$ cat src/rtl/dsv_pkg.sv
package dsv_pkg;

    localparam int MOD_BITS = 32;
    localparam int DIG_BITS = 64;

    typedef logic [MOD_BITS-1:0] word_t;

    // configuration register indexes
    localparam logic [1:0] REG_PRIME_P    = 2'd0;
    localparam logic [1:0] REG_PRIME_Q    = 2'd1;
    localparam logic [1:0] REG_GENERATOR  = 2'd2;
    localparam logic [1:0] REG_PUBLIC_KEY = 2'd3;

    typedef enum logic [4:0] {
        ST_IDLE,
        ST_RED_S,     // s mod q
        ST_RED_M,     // digest mod q
        ST_INV_DIV,   // t = r0 / r1, r2 = r0 % r1
        ST_INV_MUL,   // prod = t * c1 mod q
        ST_INV_UPD,
        ST_U1,        // u1 = w*m mod q
        ST_U2,        // u2 = w*r mod q
        ST_RED_G,     // g mod p (key mod p in ST_RED_K)
        ST_RED_K,
        ST_EXP_STEP,  // pick next exponent bit
        ST_EXP_MUL,   // acc = acc*base mod p
        ST_EXP_SQR,   // base = base*base mod p
        ST_FIN_MUL,   // a1 * a2 mod p
        ST_FIN_RED,   // mod q
        ST_DONE
    } state_t;

    // shared modular multiplier request/response
    typedef struct packed {
        logic             start;
        logic [DIG_BITS-1:0] a;
        word_t            b;
        word_t            m;
    } mm_req_t;

    typedef struct packed {
        logic  done;
        word_t res;
    } mm_rsp_t;

endpackage

$ cat src/rtl/dsv_modmul.sv
// Bit-serial modular unit: res = (a * b) mod m, one bit of a per cycle once b is below m, MSB first
// (Horner double-and-add). With b = 1 it reduces a. m must be nonzero.
module dsv_modmul (
    input  logic            aclk,
    input  logic            aresetn,
    input  dsv_pkg::mm_req_t req,
    output dsv_pkg::mm_rsp_t rsp
);
    localparam int CW = $clog2(dsv_pkg::DIG_BITS + 1);

    logic [dsv_pkg::DIG_BITS-1:0] a_reg, a_next;
    dsv_pkg::word_t               b_reg, b_next;
    dsv_pkg::word_t               m_reg, m_next;
    dsv_pkg::word_t               acc_reg, acc_next;
    logic [CW-1:0]                cnt_reg, cnt_next;
    logic                         busy_reg, busy_next;
    logic                         done_reg, done_next;

    logic [dsv_pkg::MOD_BITS:0]   dbl, dsub, sum, ssub;
    dsv_pkg::word_t               d_red;

    always_comb begin
        // acc*2 mod m, then + b mod m; acc, b < m
        dbl   = {acc_reg, 1'b0};
        dsub  = dbl - {1'b0, m_reg};
        d_red = dbl >= {1'b0, m_reg} ? dsub[dsv_pkg::MOD_BITS-1:0]
                                     : dbl[dsv_pkg::MOD_BITS-1:0];
        sum   = {1'b0, d_red} + {1'b0, b_reg};
        ssub  = sum - {1'b0, m_reg};
        a_next = a_reg; b_next = b_reg; m_next = m_reg; acc_next = acc_reg;
        cnt_next = cnt_reg; busy_next = busy_reg; done_next = 1'b0;
        if (req.start) begin
            a_next = req.a; m_next = req.m; acc_next = '0;
            b_next = req.b; cnt_next = CW'(dsv_pkg::DIG_BITS);
            busy_next = 1'b1;
        end else if (busy_reg) begin
            if (b_reg >= m_reg) begin
                b_next = b_reg - m_reg;   // pre-reduce b (b < 2^32, slow but bounded)
            end else begin
                if (a_reg[dsv_pkg::DIG_BITS-1]) begin
                    acc_next = sum >= {1'b0, m_reg} ? ssub[dsv_pkg::MOD_BITS-1:0]
                                                    : sum[dsv_pkg::MOD_BITS-1:0];
                end else begin
                    acc_next = d_red;
                end
                a_next   = {a_reg[dsv_pkg::DIG_BITS-2:0], 1'b0};
                cnt_next = cnt_reg - CW'(1);
                if (cnt_reg == CW'(1)) begin
                    busy_next = 1'b0;
                    done_next = 1'b1;
                end
            end
        end
    end

    always_ff @(posedge aclk) begin
        if (!aresetn) begin
            busy_reg <= 1'b0;
            done_reg <= 1'b0;
            cnt_reg  <= '0;
        end else begin
            busy_reg <= busy_next;
            done_reg <= done_next;
            cnt_reg  <= cnt_next;
        end
        a_reg   <= a_next;
        b_reg   <= b_next;
        m_reg   <= m_next;
        acc_reg <= acc_next;
    end

    assign rsp.done = done_reg;
    assign rsp.res  = acc_reg;

endmodule

$ cat src/rtl/dsa_signature_verifier_unit.sv
// Channel | Valid/Ready         | Payload
// s_      | s_valid / s_ready   | s_digest[63:0], s_sig_r[31:0], s_sig_s[31:0]
// m_      | m_valid / m_ready   | m_valid_res, m_no_inverse
// cfg_    | cfg_valid/cfg_ready | cfg_index[1:0], cfg_data[31:0]
//
// One item at a time: s_ready is high only while the sequencer idles.
// A multiplier pass is a start, one bit step for each of the 64 bits of a, and done. A Euclid
// step is a restoring divide, one multiplier pass and one update state. The worst case is
// 8 single passes, up to 46 Euclid steps and 2 x 32 square/multiply exponent bits.
// Reset (aresetn, synchronous) loads p=7, q=3, g=2, key=1 and idles the sequencer.
// A result waits in the output register while the next item runs; a second one
// holds in DONE until m_ready. cfg_ready is high in idle with no item offered.
module dsa_signature_verifier_unit (
    input  logic        aclk,
    input  logic        aresetn,
    input  logic        s_valid,
    output logic        s_ready,
    input  logic [63:0] s_digest,
    input  logic [31:0] s_sig_r,
    input  logic [31:0] s_sig_s,
    output logic        m_valid,
    input  logic        m_ready,
    output logic        m_valid_res,
    output logic        m_no_inverse,
    input  logic        cfg_valid,
    output logic        cfg_ready,
    input  logic [1:0]  cfg_index,
    input  logic [31:0] cfg_data
);
    localparam int MB = dsv_pkg::MOD_BITS;
    localparam int DB = dsv_pkg::DIG_BITS;
    localparam int KW = $clog2(MB + 1);

    dsv_pkg::state_t state_reg, state_next;

    dsv_pkg::word_t p_reg, q_reg, g_reg, k_reg;
    logic [DB-1:0]  dig_reg, dig_next;
    dsv_pkg::word_t r_reg, r_next, s_reg, s_next;

    // Euclid state
    dsv_pkg::word_t r0_reg, r0_next, r1_reg, r1_next;
    dsv_pkg::word_t c0_reg, c0_next, c1_reg, c1_next;
    dsv_pkg::word_t t_reg, t_next;
    // divider
    dsv_pkg::word_t rem_reg, rem_next;
    logic [KW-1:0]  dcnt_reg, dcnt_next;
    logic           dbusy_reg, dbusy_next;
    logic [MB:0]    rsh;
    // exponent phase
    dsv_pkg::word_t u1_reg, u1_next, u2_reg, u2_next;
    dsv_pkg::word_t a1_reg, a1_next, a2_reg, a2_next;
    dsv_pkg::word_t base_reg, base_next, acc_reg, acc_next;
    dsv_pkg::word_t e_reg, e_next;
    logic           second_reg, second_next;
    logic           issued_reg, issued_next;

    // verdict of the item in progress
    logic           vwork_reg, vwork_next, nwork_reg, nwork_next;

    logic           mval_reg, mval_next, vres_reg, vres_next, ninv_reg, ninv_next;

    dsv_pkg::mm_req_t mreq;
    dsv_pkg::mm_rsp_t mrsp;

    dsv_modmul u_mm (.aclk(aclk), .aresetn(aresetn), .req(mreq), .rsp(mrsp));

    assign s_ready   = (state_reg == dsv_pkg::ST_IDLE);
    assign cfg_ready = (state_reg == dsv_pkg::ST_IDLE) && !s_valid;
    assign m_valid      = mval_reg;
    assign m_valid_res  = vres_reg;
    assign m_no_inverse = ninv_reg;

    // next state
    always_comb begin
        state_next = state_reg;
        unique case (state_reg)
            dsv_pkg::ST_IDLE:
                if (s_valid && s_ready)
                    state_next = (q_reg < MB'(2)) ? dsv_pkg::ST_DONE : dsv_pkg::ST_RED_S;
            dsv_pkg::ST_RED_S:
                if (issued_reg && mrsp.done)
                    state_next = (mrsp.res == '0) ? dsv_pkg::ST_DONE : dsv_pkg::ST_INV_DIV;
            dsv_pkg::ST_INV_DIV:
                if (issued_reg && !dbusy_reg) state_next = dsv_pkg::ST_INV_MUL;
            dsv_pkg::ST_INV_MUL:
                if (issued_reg && mrsp.done) state_next = dsv_pkg::ST_INV_UPD;
            dsv_pkg::ST_INV_UPD:
                if (rem_reg == '0)
                    state_next = (r1_reg == MB'(1)) ? dsv_pkg::ST_RED_M : dsv_pkg::ST_DONE;
                else
                    state_next = dsv_pkg::ST_INV_DIV;
            dsv_pkg::ST_RED_M:
                if (issued_reg && mrsp.done)
                    state_next = (p_reg == '0) ? dsv_pkg::ST_DONE : dsv_pkg::ST_U1;
            dsv_pkg::ST_U1:
                if (issued_reg && mrsp.done) state_next = dsv_pkg::ST_U2;
            dsv_pkg::ST_U2:
                if (issued_reg && mrsp.done) state_next = dsv_pkg::ST_RED_G;
            dsv_pkg::ST_RED_G:
                if (issued_reg && mrsp.done) state_next = dsv_pkg::ST_EXP_STEP;
            dsv_pkg::ST_RED_K:
                if (issued_reg && mrsp.done) state_next = dsv_pkg::ST_EXP_STEP;
            dsv_pkg::ST_EXP_STEP:
                if (e_reg == '0)
                    state_next = second_reg ? dsv_pkg::ST_FIN_MUL : dsv_pkg::ST_RED_K;
                else if (e_reg[0])
                    state_next = dsv_pkg::ST_EXP_MUL;
                else
                    state_next = dsv_pkg::ST_EXP_SQR;
            dsv_pkg::ST_EXP_MUL:
                if (issued_reg && mrsp.done) state_next = dsv_pkg::ST_EXP_SQR;
            dsv_pkg::ST_EXP_SQR:
                if (issued_reg && mrsp.done) state_next = dsv_pkg::ST_EXP_STEP;
            dsv_pkg::ST_FIN_MUL:
                if (issued_reg && mrsp.done) state_next = dsv_pkg::ST_FIN_RED;
            dsv_pkg::ST_FIN_RED:
                if (issued_reg && mrsp.done) state_next = dsv_pkg::ST_DONE;
            dsv_pkg::ST_DONE:
                // wait for the output register to free up
                if (!mval_reg || m_ready) state_next = dsv_pkg::ST_IDLE;
            default: state_next = dsv_pkg::ST_IDLE;
        endcase
    end

    // datapath and outputs
    always_comb begin
        dig_next = dig_reg; r_next = r_reg; s_next = s_reg;
        r0_next = r0_reg; r1_next = r1_reg; c0_next = c0_reg; c1_next = c1_reg;
        t_next = t_reg; rem_next = rem_reg; dcnt_next = dcnt_reg; dbusy_next = dbusy_reg;
        u1_next = u1_reg; u2_next = u2_reg; a1_next = a1_reg; a2_next = a2_reg;
        base_next = base_reg; acc_next = acc_reg; e_next = e_reg;
        second_next = second_reg;
        issued_next = issued_reg;
        vwork_next = vwork_reg; nwork_next = nwork_reg;
        mval_next = mval_reg; vres_next = vres_reg; ninv_next = ninv_reg;
        mreq = '{start: 1'b0, a: '0, b: MB'(1), m: q_reg};
        rsh = '0;

        if (mval_reg && m_ready) mval_next = 1'b0;

        // request once per multiplier state
        if (!issued_reg) issued_next = 1'b1;
        if (state_next != state_reg) issued_next = 1'b0;

        unique case (state_reg)
            dsv_pkg::ST_IDLE: begin
                if (s_valid && s_ready) begin
                    dig_next = s_digest; r_next = s_sig_r; s_next = s_sig_s;
                    vwork_next = 1'b0; nwork_next = (q_reg < MB'(2));
                end
            end
            dsv_pkg::ST_RED_S: begin
                mreq = '{start: !issued_reg, a: DB'(s_reg), b: MB'(1), m: q_reg};
                if (issued_reg && mrsp.done) begin
                    r0_next = q_reg; r1_next = mrsp.res;
                    c0_next = '0; c1_next = MB'(1);
                    nwork_next = (mrsp.res == '0);
                end
            end
            dsv_pkg::ST_INV_DIV: begin
                // restoring divide r0 / r1: quotient in t, remainder in rem
                if (!issued_reg) begin
                    t_next = r0_reg; rem_next = '0;
                    dcnt_next = KW'(MB); dbusy_next = 1'b1;
                end else if (dbusy_reg) begin
                    rsh = {rem_reg, t_reg[MB-1]};
                    if (rsh >= {1'b0, r1_reg}) begin
                        rem_next = MB'(rsh - {1'b0, r1_reg});
                        t_next = {t_reg[MB-2:0], 1'b1};
                    end else begin
                        rem_next = rsh[MB-1:0];
                        t_next = {t_reg[MB-2:0], 1'b0};
                    end
                    dcnt_next = dcnt_reg - KW'(1);
                    if (dcnt_reg == KW'(1)) dbusy_next = 1'b0;
                end
            end
            dsv_pkg::ST_INV_MUL: begin
                mreq = '{start: !issued_reg, a: DB'(t_reg), b: c1_reg, m: q_reg};
                if (issued_reg && mrsp.done)
                    c0_next = (c0_reg >= mrsp.res) ? c0_reg - mrsp.res
                                                   : q_reg - (mrsp.res - c0_reg);
                // c0 now holds c2; swapped in UPD
            end
            dsv_pkg::ST_INV_UPD: begin
                r0_next = r1_reg; r1_next = rem_reg;
                c0_next = c1_reg; c1_next = c0_reg;
                if (rem_reg == '0) begin
                    s_next = c1_reg;   // w
                    nwork_next = (r1_reg != MB'(1));
                end
            end
            dsv_pkg::ST_RED_M: begin
                mreq = '{start: !issued_reg, a: dig_reg, b: MB'(1), m: q_reg};
                if (issued_reg && mrsp.done) dig_next = DB'(mrsp.res);
            end
            dsv_pkg::ST_U1: begin
                mreq = '{start: !issued_reg, a: dig_reg, b: s_reg, m: q_reg};
                if (issued_reg && mrsp.done) u1_next = mrsp.res;
            end
            dsv_pkg::ST_U2: begin
                mreq = '{start: !issued_reg, a: DB'(r_reg), b: s_reg, m: q_reg};
                if (issued_reg && mrsp.done) u2_next = mrsp.res;
            end
            dsv_pkg::ST_RED_G: begin
                mreq = '{start: !issued_reg, a: DB'(g_reg), b: MB'(1), m: p_reg};
                if (issued_reg && mrsp.done) begin
                    base_next = mrsp.res; e_next = u1_reg;
                    acc_next = (p_reg == MB'(1)) ? '0 : MB'(1);
                    second_next = 1'b0;
                end
            end
            dsv_pkg::ST_RED_K: begin
                mreq = '{start: !issued_reg, a: DB'(k_reg), b: MB'(1), m: p_reg};
                if (issued_reg && mrsp.done) begin
                    base_next = mrsp.res; e_next = u2_reg;
                    acc_next = (p_reg == MB'(1)) ? '0 : MB'(1);
                    second_next = 1'b1;
                end
            end
            dsv_pkg::ST_EXP_STEP: begin
                if (e_reg == '0) begin
                    if (second_reg) a2_next = acc_reg;
                    else            a1_next = acc_reg;
                end
            end
            dsv_pkg::ST_EXP_MUL: begin
                mreq = '{start: !issued_reg, a: DB'(acc_reg), b: base_reg, m: p_reg};
                if (issued_reg && mrsp.done) acc_next = mrsp.res;
            end
            dsv_pkg::ST_EXP_SQR: begin
                mreq = '{start: !issued_reg, a: DB'(base_reg), b: base_reg, m: p_reg};
                if (issued_reg && mrsp.done) begin
                    base_next = mrsp.res;
                    e_next = e_reg >> 1;
                end
            end
            dsv_pkg::ST_FIN_MUL: begin
                mreq = '{start: !issued_reg, a: DB'(a1_reg), b: a2_reg, m: p_reg};
                if (issued_reg && mrsp.done) acc_next = mrsp.res;
            end
            dsv_pkg::ST_FIN_RED: begin
                mreq = '{start: !issued_reg, a: DB'(acc_reg), b: MB'(1), m: q_reg};
                if (issued_reg && mrsp.done) vwork_next = (mrsp.res == r_reg);
            end
            dsv_pkg::ST_DONE: begin
                if (!mval_reg || m_ready) begin
                    mval_next = 1'b1;
                    vres_next = vwork_reg;
                    ninv_next = nwork_reg;
                end
            end
            default: ;
        endcase
    end

    always_ff @(posedge aclk) begin
        if (!aresetn) begin
            state_reg  <= dsv_pkg::ST_IDLE;
            issued_reg <= 1'b0;
            dbusy_reg  <= 1'b0;
            dcnt_reg   <= '0;
            mval_reg   <= 1'b0;
            p_reg <= MB'(7); q_reg <= MB'(3); g_reg <= MB'(2); k_reg <= MB'(1);
        end else begin
            state_reg  <= state_next;
            issued_reg <= issued_next;
            dbusy_reg  <= dbusy_next;
            dcnt_reg   <= dcnt_next;
            mval_reg   <= mval_next;
            if (cfg_valid && cfg_ready) begin
                unique case (cfg_index)
                    dsv_pkg::REG_PRIME_P:    p_reg <= cfg_data;
                    dsv_pkg::REG_PRIME_Q:    q_reg <= cfg_data;
                    dsv_pkg::REG_GENERATOR:  g_reg <= cfg_data;
                    dsv_pkg::REG_PUBLIC_KEY: k_reg <= cfg_data;
                    default: ;
                endcase
            end
        end
        dig_reg <= dig_next; r_reg <= r_next; s_reg <= s_next;
        r0_reg <= r0_next; r1_reg <= r1_next; c0_reg <= c0_next; c1_reg <= c1_next;
        t_reg <= t_next; rem_reg <= rem_next;
        u1_reg <= u1_next; u2_reg <= u2_next; a1_reg <= a1_next; a2_reg <= a2_next;
        base_reg <= base_next; acc_reg <= acc_next; e_reg <= e_next;
        second_reg <= second_next;
        vwork_reg <= vwork_next; nwork_reg <= nwork_next;
        vres_reg <= vres_next; ninv_reg <= ninv_next;
    end

`ifndef SYNTHESIS
    a_one_hot_result: assert property (@(posedge aclk) disable iff (!aresetn)
        m_valid |-> !(m_valid_res && m_no_inverse))
        else $error("valid and no_inverse both set");
    a_no_accept_busy: assert property (@(posedge aclk) disable iff (!aresetn)
        (state_reg != dsv_pkg::ST_IDLE) |-> !s_ready)
        else $error("ready while busy");
    a_result_holds: assert property (@(posedge aclk) disable iff (!aresetn)
        (m_valid && !m_ready) |=> (m_valid && $stable(m_valid_res) && $stable(m_no_inverse)))
        else $error("result changed while stalled");
    a_done_raises: assert property (@(posedge aclk) disable iff (!aresetn)
        (state_reg == dsv_pkg::ST_DONE) |=> m_valid)
        else $error("done without result");
`endif

endmodule

$ cat config.mk
export PLATFORM = sky130hd
export DESIGN_NAME = dsa_signature_verifier_unit
export DESIGN_NICKNAME = d
export VERILOG_FILES = /design/src/rtl/dsv_pkg.sv /design/src/rtl/dsv_modmul.sv /design/src/rtl/dsa_signature_verifier_unit.sv
export SDC_FILE = /design/constraint.sdc
export NUM_CORES = 2
export LEC_CHECK = 0
export ABC_CLOCK_PERIOD_IN_PS = 14250
export BUFFER_PORTS_ARGS = -buffer_cell sky130_fd_sc_hd__buf_4
export CAP_MARGIN = 20
export CELL_PAD_IN_SITES_DETAIL_PLACEMENT = 1
export CELL_PAD_IN_SITES_GLOBAL_PLACEMENT = 2
export CORE_ASPECT_RATIO = 0.7
export CORE_UTILIZATION = 40
export DETAILED_ROUTE_END_ITERATION = 6
export PLACE_DENSITY = 0.76
export REMOVE_ABC_BUFFERS = 1
export SETUP_SLACK_MARGIN = 0.02
export SYNTH_ARGS = -nofsm -noshare
export SYNTH_HDL_FRONTEND = slang
export SYNTH_SLANG_ARGS = --single-unit
$ cat constraint.sdc
create_clock -name aclk -period 14.25 [get_ports aclk]
set_input_delay 2.1375 -clock aclk [delete_from_list [all_inputs] [get_ports aclk]]
set_output_delay 2.1375 -clock aclk [all_outputs]
set_load 0.005 [all_outputs]
==> Yosys cells after proc, flatten, opt, wreduce, memory -nomap -nowiden <==
Index checks and enable logic that the tools add are counted.
{ "classes": {"n_eq_ne": 38, "n_mux": 86, "order_cmp": 6, "n_addsub": 10, "reduce_logical": 57, "n_bitwise": 4} }
{ "ops": {"columns": ["cell", "n"], "rows": [
  ["case mux 129 bit (11 select lines)", 1],
  ["2-to-1 mux 32 bit", 22],
  ["2-to-1 mux 64 bit", 5],
  ["case mux 32 bit (2 select lines)", 5],
  ["subtractor 32 bit", 7],
  ["case mux 32 bit (3 select lines)", 2],
  ["logical NOT 32 bit", 4],
  ["case mux 64 bit (2 select lines)", 1],
  [">= comparator 33 x 32 -> 1 bit", 3],
  ["case mux 5 bit (14 select lines)", 1],
  ["equality test 32 x 1 -> 1 bit, second input constant", 2],
  [">= comparator 32 bit", 2],
  ["2-to-1 mux 5 bit", 12],
  ["equality test 5 x 4 -> 1 bit, second input constant", 8],
  ["adder 32 x 32 -> 33 bit", 1],
  ["equality test 32 bit", 1],
  ["< comparator 32 x 2 -> 1 bit, second input constant", 1],
  ["!= test 32 x 1 -> 1 bit, second input constant", 1],
  ["AND reduction 2 bit", 14],
  ["AND reduction 3 bit", 8],
  ["2-to-1 mux 1 bit", 21],
  ["2-to-1 mux 7 bit", 3],
  ["equality test 5 x 3 -> 1 bit, second input constant", 4],
  ["2-to-1 mux 4 bit", 5],
  ["other kinds (27)", 67]
]} }
{ "word_totals": {"output_inout_bits": 5, "inputBits": 167, "ff_bits": 860} }

==> Logic depth before layout (Yosys ltp) <==
{ "depth": {"word_depth": 6, "depth_mapped": 36, "ltp_nobuf": 31} }

==> Modules after synthesis <==
From an unflattened synthesis, not the netlist that was laid out.
{ "hier_totals": {"hier_cells": 5075, "area_unflattened_um2": 49412.4} }
{ "modules_own_cells": {"columns": ["mod", "cells_each", "area_per_inst_um2", "instances"], "rows": [
  ["dsa_signature_verifier_unit", 3524, 35348.9, 1],
  ["dsv_modmul", 1551, 14063.5, 1]
]} }

==> Least setup slack after synthesis <==
OpenSTA, ideal clock, no wires.
{ "synth_path": {"path_type": "reg2reg", "start": "register u_mm.acc_reg[15]", "end": "register u_mm.acc_reg[2]", "arrival_time_ns": 6.769, "t_required_ns": 14.128, "stages_incl_launch_ff": 32, "setup_ns": 0.122, "slack_ns": 7.359, "cell_sequence": "dfxtp_1 -> ha_1 -> buf_2 -> a21oi_1 -> o21ai_0 -> a221oi_1 -> o21ai_0 -> nor2_1 -> o21ai_2 -> buf_6 -> mux2i_1 -> inv_1 -> ha_1 -> a211o_1 -> a2111oi_2 -> o21ai_0 -> o21ai_0 -> a31oi_1 -> a31oi_1 -> xnor2_1 -> ha_1 -> o21a_1 -> o211ai_1 -> nand2_1 -> a32o_1 -> a31oi_4 -> a31oi_1 -> a311oi_4 -> buf_6 -> mux2i_1 -> nor2_1 -> o311a_1"} }
{ "synth_via": {"elab_chain_len": 6, "elab_cells_between_ends": 8} }
{ "synth_lines": {"columns": ["element", "line_no", "text"], "rows": [
  ["from (decl)", "dsv_modmul.sv:14", "dsv_pkg::word_t acc_reg, acc_next;"],
  ["from (signal assigned)", "dsv_modmul.sv:69", "acc_reg <= acc_next;"],
  [">= comparator 33 x 32 -> 1 bit or subtractor 32 bit (tied branches)", "dsv_modmul.sv:26, dsv_modmul.sv:25", null],
  ["2-to-1 mux 32 bit *", "dsv_modmul.sv:26", "d_red = dbl >= {1'b0, m_reg} ? dsub[dsv_pkg::MOD_BITS-1:0]"],
  ["adder 32 x 32 -> 33 bit", "dsv_modmul.sv:28", "sum = {1'b0, d_red} + {1'b0, b_reg};"],
  ["subtractor 32 bit or >= comparator 33 x 32 -> 1 bit (tied branches)", "dsv_modmul.sv:29, dsv_modmul.sv:41", null],
  ["2-to-1 mux 32 bit", "dsv_modmul.sv:41", "acc_next = sum >= {1'b0, m_reg} ? ssub[dsv_pkg::MOD_BITS-1:0]"],
  ["2-to-1 mux 32 bit *", "dsv_modmul.sv:40", "if (a_reg[dsv_pkg::DIG_BITS-1]) begin"]
]} }
Mark *: on every way between the ends. The rest lies on a longest branch, timed or not.
A chain may end at the register's enable or synchronous reset.

==> Worst setup path after layout <==
{ "layout_path": {"start": "register u_mm.acc_reg[3]", "end": "register u_mm.acc_reg[24]"} }
{ "layout_via": {"elab_chain_len": 6, "elab_cells_between_ends": 8} }
{ "layout_lines": {"columns": ["element", "line_no"], "rows": [
  ["subtractor 32 bit or >= comparator 33 x 32 -> 1 bit (tied branches)", "dsv_modmul.sv:25, dsv_modmul.sv:26"],
  ["2-to-1 mux 32 bit *", "dsv_modmul.sv:26"],
  ["adder 32 x 32 -> 33 bit", "dsv_modmul.sv:28"],
  ["subtractor 32 bit or >= comparator 33 x 32 -> 1 bit (tied branches)", "dsv_modmul.sv:29, dsv_modmul.sv:41"],
  ["2-to-1 mux 32 bit", "dsv_modmul.sv:41"],
  ["2-to-1 mux 32 bit *", "dsv_modmul.sv:40"]
]} }
Marks and branches as above.

==> out/results.md <==
## Status
• finished with violations — result of the run
• DRC — violated checks

## Floorplanning
• 295.3 um — height of the die
• 421.1 um — Die X
• 107 — number of standard-cell rows in the floorplan
• 0.4036 — effective utilization at floorplan
• 121800 sq um — area inside the core boundary
• 124400 sq um — Total Die Area
• 172 — I/O pins

## Setup path
• 0.74 ns — Critical Path Max Stage Delay
• 44 — Worst Path Max Fanout
• 14.80 ns — required time of the worst setup path
• flop — Startpoint Class
• 10.00 ns — Worst EP arrival
• flop — Critical Path Sink Type
• dfxtp_1 — Worst path slowest cell
• reg2reg — Worst Setup Path Type

## Synth
• 0.4879 — sequential cell area fraction in the yosys report
• edfxtp_1 — predominant post-synthesis flop cell
• 9.821 sq um — Post-Syn Area per Cell
• 49170 sq um — Synth Cell Area
• 0 — Ys Warns
• 860 — number of flip-flops and latches in the synthesized netlist
• 93 — library cells used by synthesis
• 677 — Post-synth EDFFs
• 5007 — number of standard cells after synthesis
• 0 — share of flip-flops with an asynchronous set or reset

## Cells and area
• 13.08% — area growth from synthesis to final layout
• 55600 sq um — final instance area
• 6858 — final cell count without fillers
• 0.4564 — post-layout utilization of the core
• 5561 — final layout net count
• 13.61k — total of fill cells in the finished design
• 0.1012 — share of layout cells above drive strength 1

## Clock tree
• 93 — number of buffers created by CTS
• 0 — Post-CTS Repair Setup Buffers
• 0 — post-cts repair resize count
• clkbuf_16 — Root Driver
• yes — TritonCTS clock tree
• 0 — post-cts hold buffer count
• 3 — maximum count of clock buffers along a single path
• 860 — CTS sink cnt
• 0.72 ns — clock latency of the later-clocked register in the worst-skew pair
• 0.07 ns — Reg clk slew, reported paths
• 3 — number of levels the H-tree was split into

## Timing
• 1.470 ns — worst-margin pin slew
• 0 ns — Setup TNS
• 105.8 MHz — maximum operating frequency
• 0.03997 ns — Fin Clk Skew
• 0 — final number of hold-violating endpoints
• 9.454 ns — Final min period
• 4.796 ns — setup ws final
• no — setup repair after global routing missed its margin
• 0 — final number of setup-violating endpoints
• 0.6635 — post-route fraction of the period consumed by the critical path
• 0 — number of max-slew violations in the final report
• 0.02002 — relative slew slack

## Detailed routing
• 225100 um — routed wire length
• 0 — count of antenna-violating nets left after detailed routing
• 43.13k — via count
• 6.289 — number of vias per cell
• 31 — remaining routing DRC violations
• 32.82 um — detailed-route wire length per cell
• 7 — iteration count of the initial detailed-routing pass
• 5859 — Iter 0 DRT Violations

## Placed design
• 4.965 ns — DP Worst Slack
• 167400 um — half-perimeter wire length of the detailed placement result
• 0.9771 — Final GP Congestion
• 171 — Port-buffer cells
• 52540 sq um — DP Area
• 6669 — total placed cells including tap cells

## Job
• 0 — max-capacitance violation count

## Power
• 21.35 nW — cell leakage power
• 0.1851 mV — worst vdd ir
• 185.3 nW/um^2 — power density over the cells

## Hold path
• reg2reg — kind of path behind the tightest hold check

## GRT
• 0 — total grt overflow
• 0.3534 — aggregate global-route resource usage
• 93 — pin count of the biggest net entering global routing
• 41.54k — vias in the first global route
• 9 — initial antenna violation count
• 314500 um — wire length of the first global-routing pass

## layout by cell type (no fill, tap or decap), drive strengths merged, types with 124 or more instances in the layout
cell,netlist,routed
edfxtp,677,677
inv,293,295
clkbuf,202,124
nand3,134,134
buf,46,276
nor2,269,269
ha,227,227
a21boi,133,133
xnor2,127,127
o21ai,363,363
dfxtp,183,183
a21oi,236,236
nand2,871,871
## cell usage after synthesis, types with 40 or more instances
| cell | instances | area share |
|---|---|---|
| edfxtp_1 | 677 | 0.41 |
| o21a_1 | 45 | 0.0069 |
| nor2b_1 | 60 | 0.0076 |
| mux2_2 | 46 | 0.011 |
| o21ai_0 | 350 | 0.036 |
| nor3_1 | 50 | 0.0051 |
| mux2i_1 | 57 | 0.012 |
| nand2_1 | 871 | 0.066 |
| a21oi_1 | 234 | 0.024 |
| inv_1 | 293 | 0.022 |
| a21boi_0 | 133 | 0.020 |
| a21o_1 | 88 | 0.013 |
| dfxtp_1 | 183 | 0.075 |
| a222oi_1 | 62 | 0.013 |
| a22oi_1 | 97 | 0.015 |
| nor4_1 | 100 | 0.013 |
| xnor2_1 | 127 | 0.023 |
| clkbuf_1 | 202 | 0.015 |
| a211oi_1 | 40 | 0.0061 |
| nor2_1 | 269 | 0.021 |
| nand3_1 | 134 | 0.014 |
| xor2_1 | 102 | 0.018 |
| nand4_1 | 44 | 0.0056 |
| ha_1 | 227 | 0.058 |
| a31oi_1 | 49 | 0.0062 |
## routing by layer
layer	routed length (um)	global-route usage
met4	7827	0.1111
met3	27450	0.1124
met2	87760	0.4778
met1	102000	0.5266
met5	27	0
## worst max-delay path, delay by kind of cell (launching register included)
| kind | cells | cell delay, ns |
|---|---|---|
| adders and majority gates | 3 | 0.99 |
| AOI/OAI and AO/OA | 18 | 5.25 |
| DFF | 1 | 0.74 |
| muxes | 1 | 0.46 |
| buffers and inverters | 3 | 1.10 |
| and+or+nand+nor | 4 | 0.52 |
| xor gates and xnor gates | 1 | 0.17 |
## metrics by stage
step                      hold WS, ns  power, mW
after global placement         0.4497      7.672
final                          0.4662      10.30
after CTS                      0.4664      10.18
after detailed placement       0.4580      7.667
after global routing           0.4842      10.75
after floorplan                0.4003      6.067
## where the power goes
part	internal (mW)	switching [mW]	total, mW
clock	1.38	1.12	2.51
sequential	2.82	0.142	2.97
combinational	1.73	3.10	4.83
total	5.94	4.37	10.3
## logic make-up (layout without fill, tap and decap cells)
logic type      Yosys count  in the layout  synth area share
compound gates         1360           1360            0.1856
xor+xnor                229            229           0.04079
fa+ha+maj               264            264           0.07282
buf+inv                 543            746           0.04247
flops                   860            860            0.4879
mux                     105            105           0.02260
other cells               1             14        0.00007626
simple gates           1645           1645            0.1477
## worst paths after layout
check,cells after the start,startpoint,slack [ns],endpoint
setup / recovery,30,u_mm.acc_reg[3],4.80,u_mm.acc_reg[24]
hold / removal,2,g_reg[19],0.47,g_reg[19]
setup reg to reg,30,u_mm.acc_reg[3],4.80,u_mm.acc_reg[24]
hold reg to reg,2,g_reg[19],0.47,g_reg[19]
## cell type report
type                            instances  area, sq um  area share
Antenna cell                           13        32.53   0.0005851
Clock buffer                          124         2525     0.04541
Clock inverter                         51        503.0    0.009046
Inverter                              295         1111     0.01998
Multi-Input combinational cell       3604        23320      0.4194
Sequential cell                       860        24000      0.4315
Tap cell                             1635         2046     0.03679
Timing Repair Buffer                  276         2072     0.03726
No activity file was read; power rests on OpenSTA's default activity.
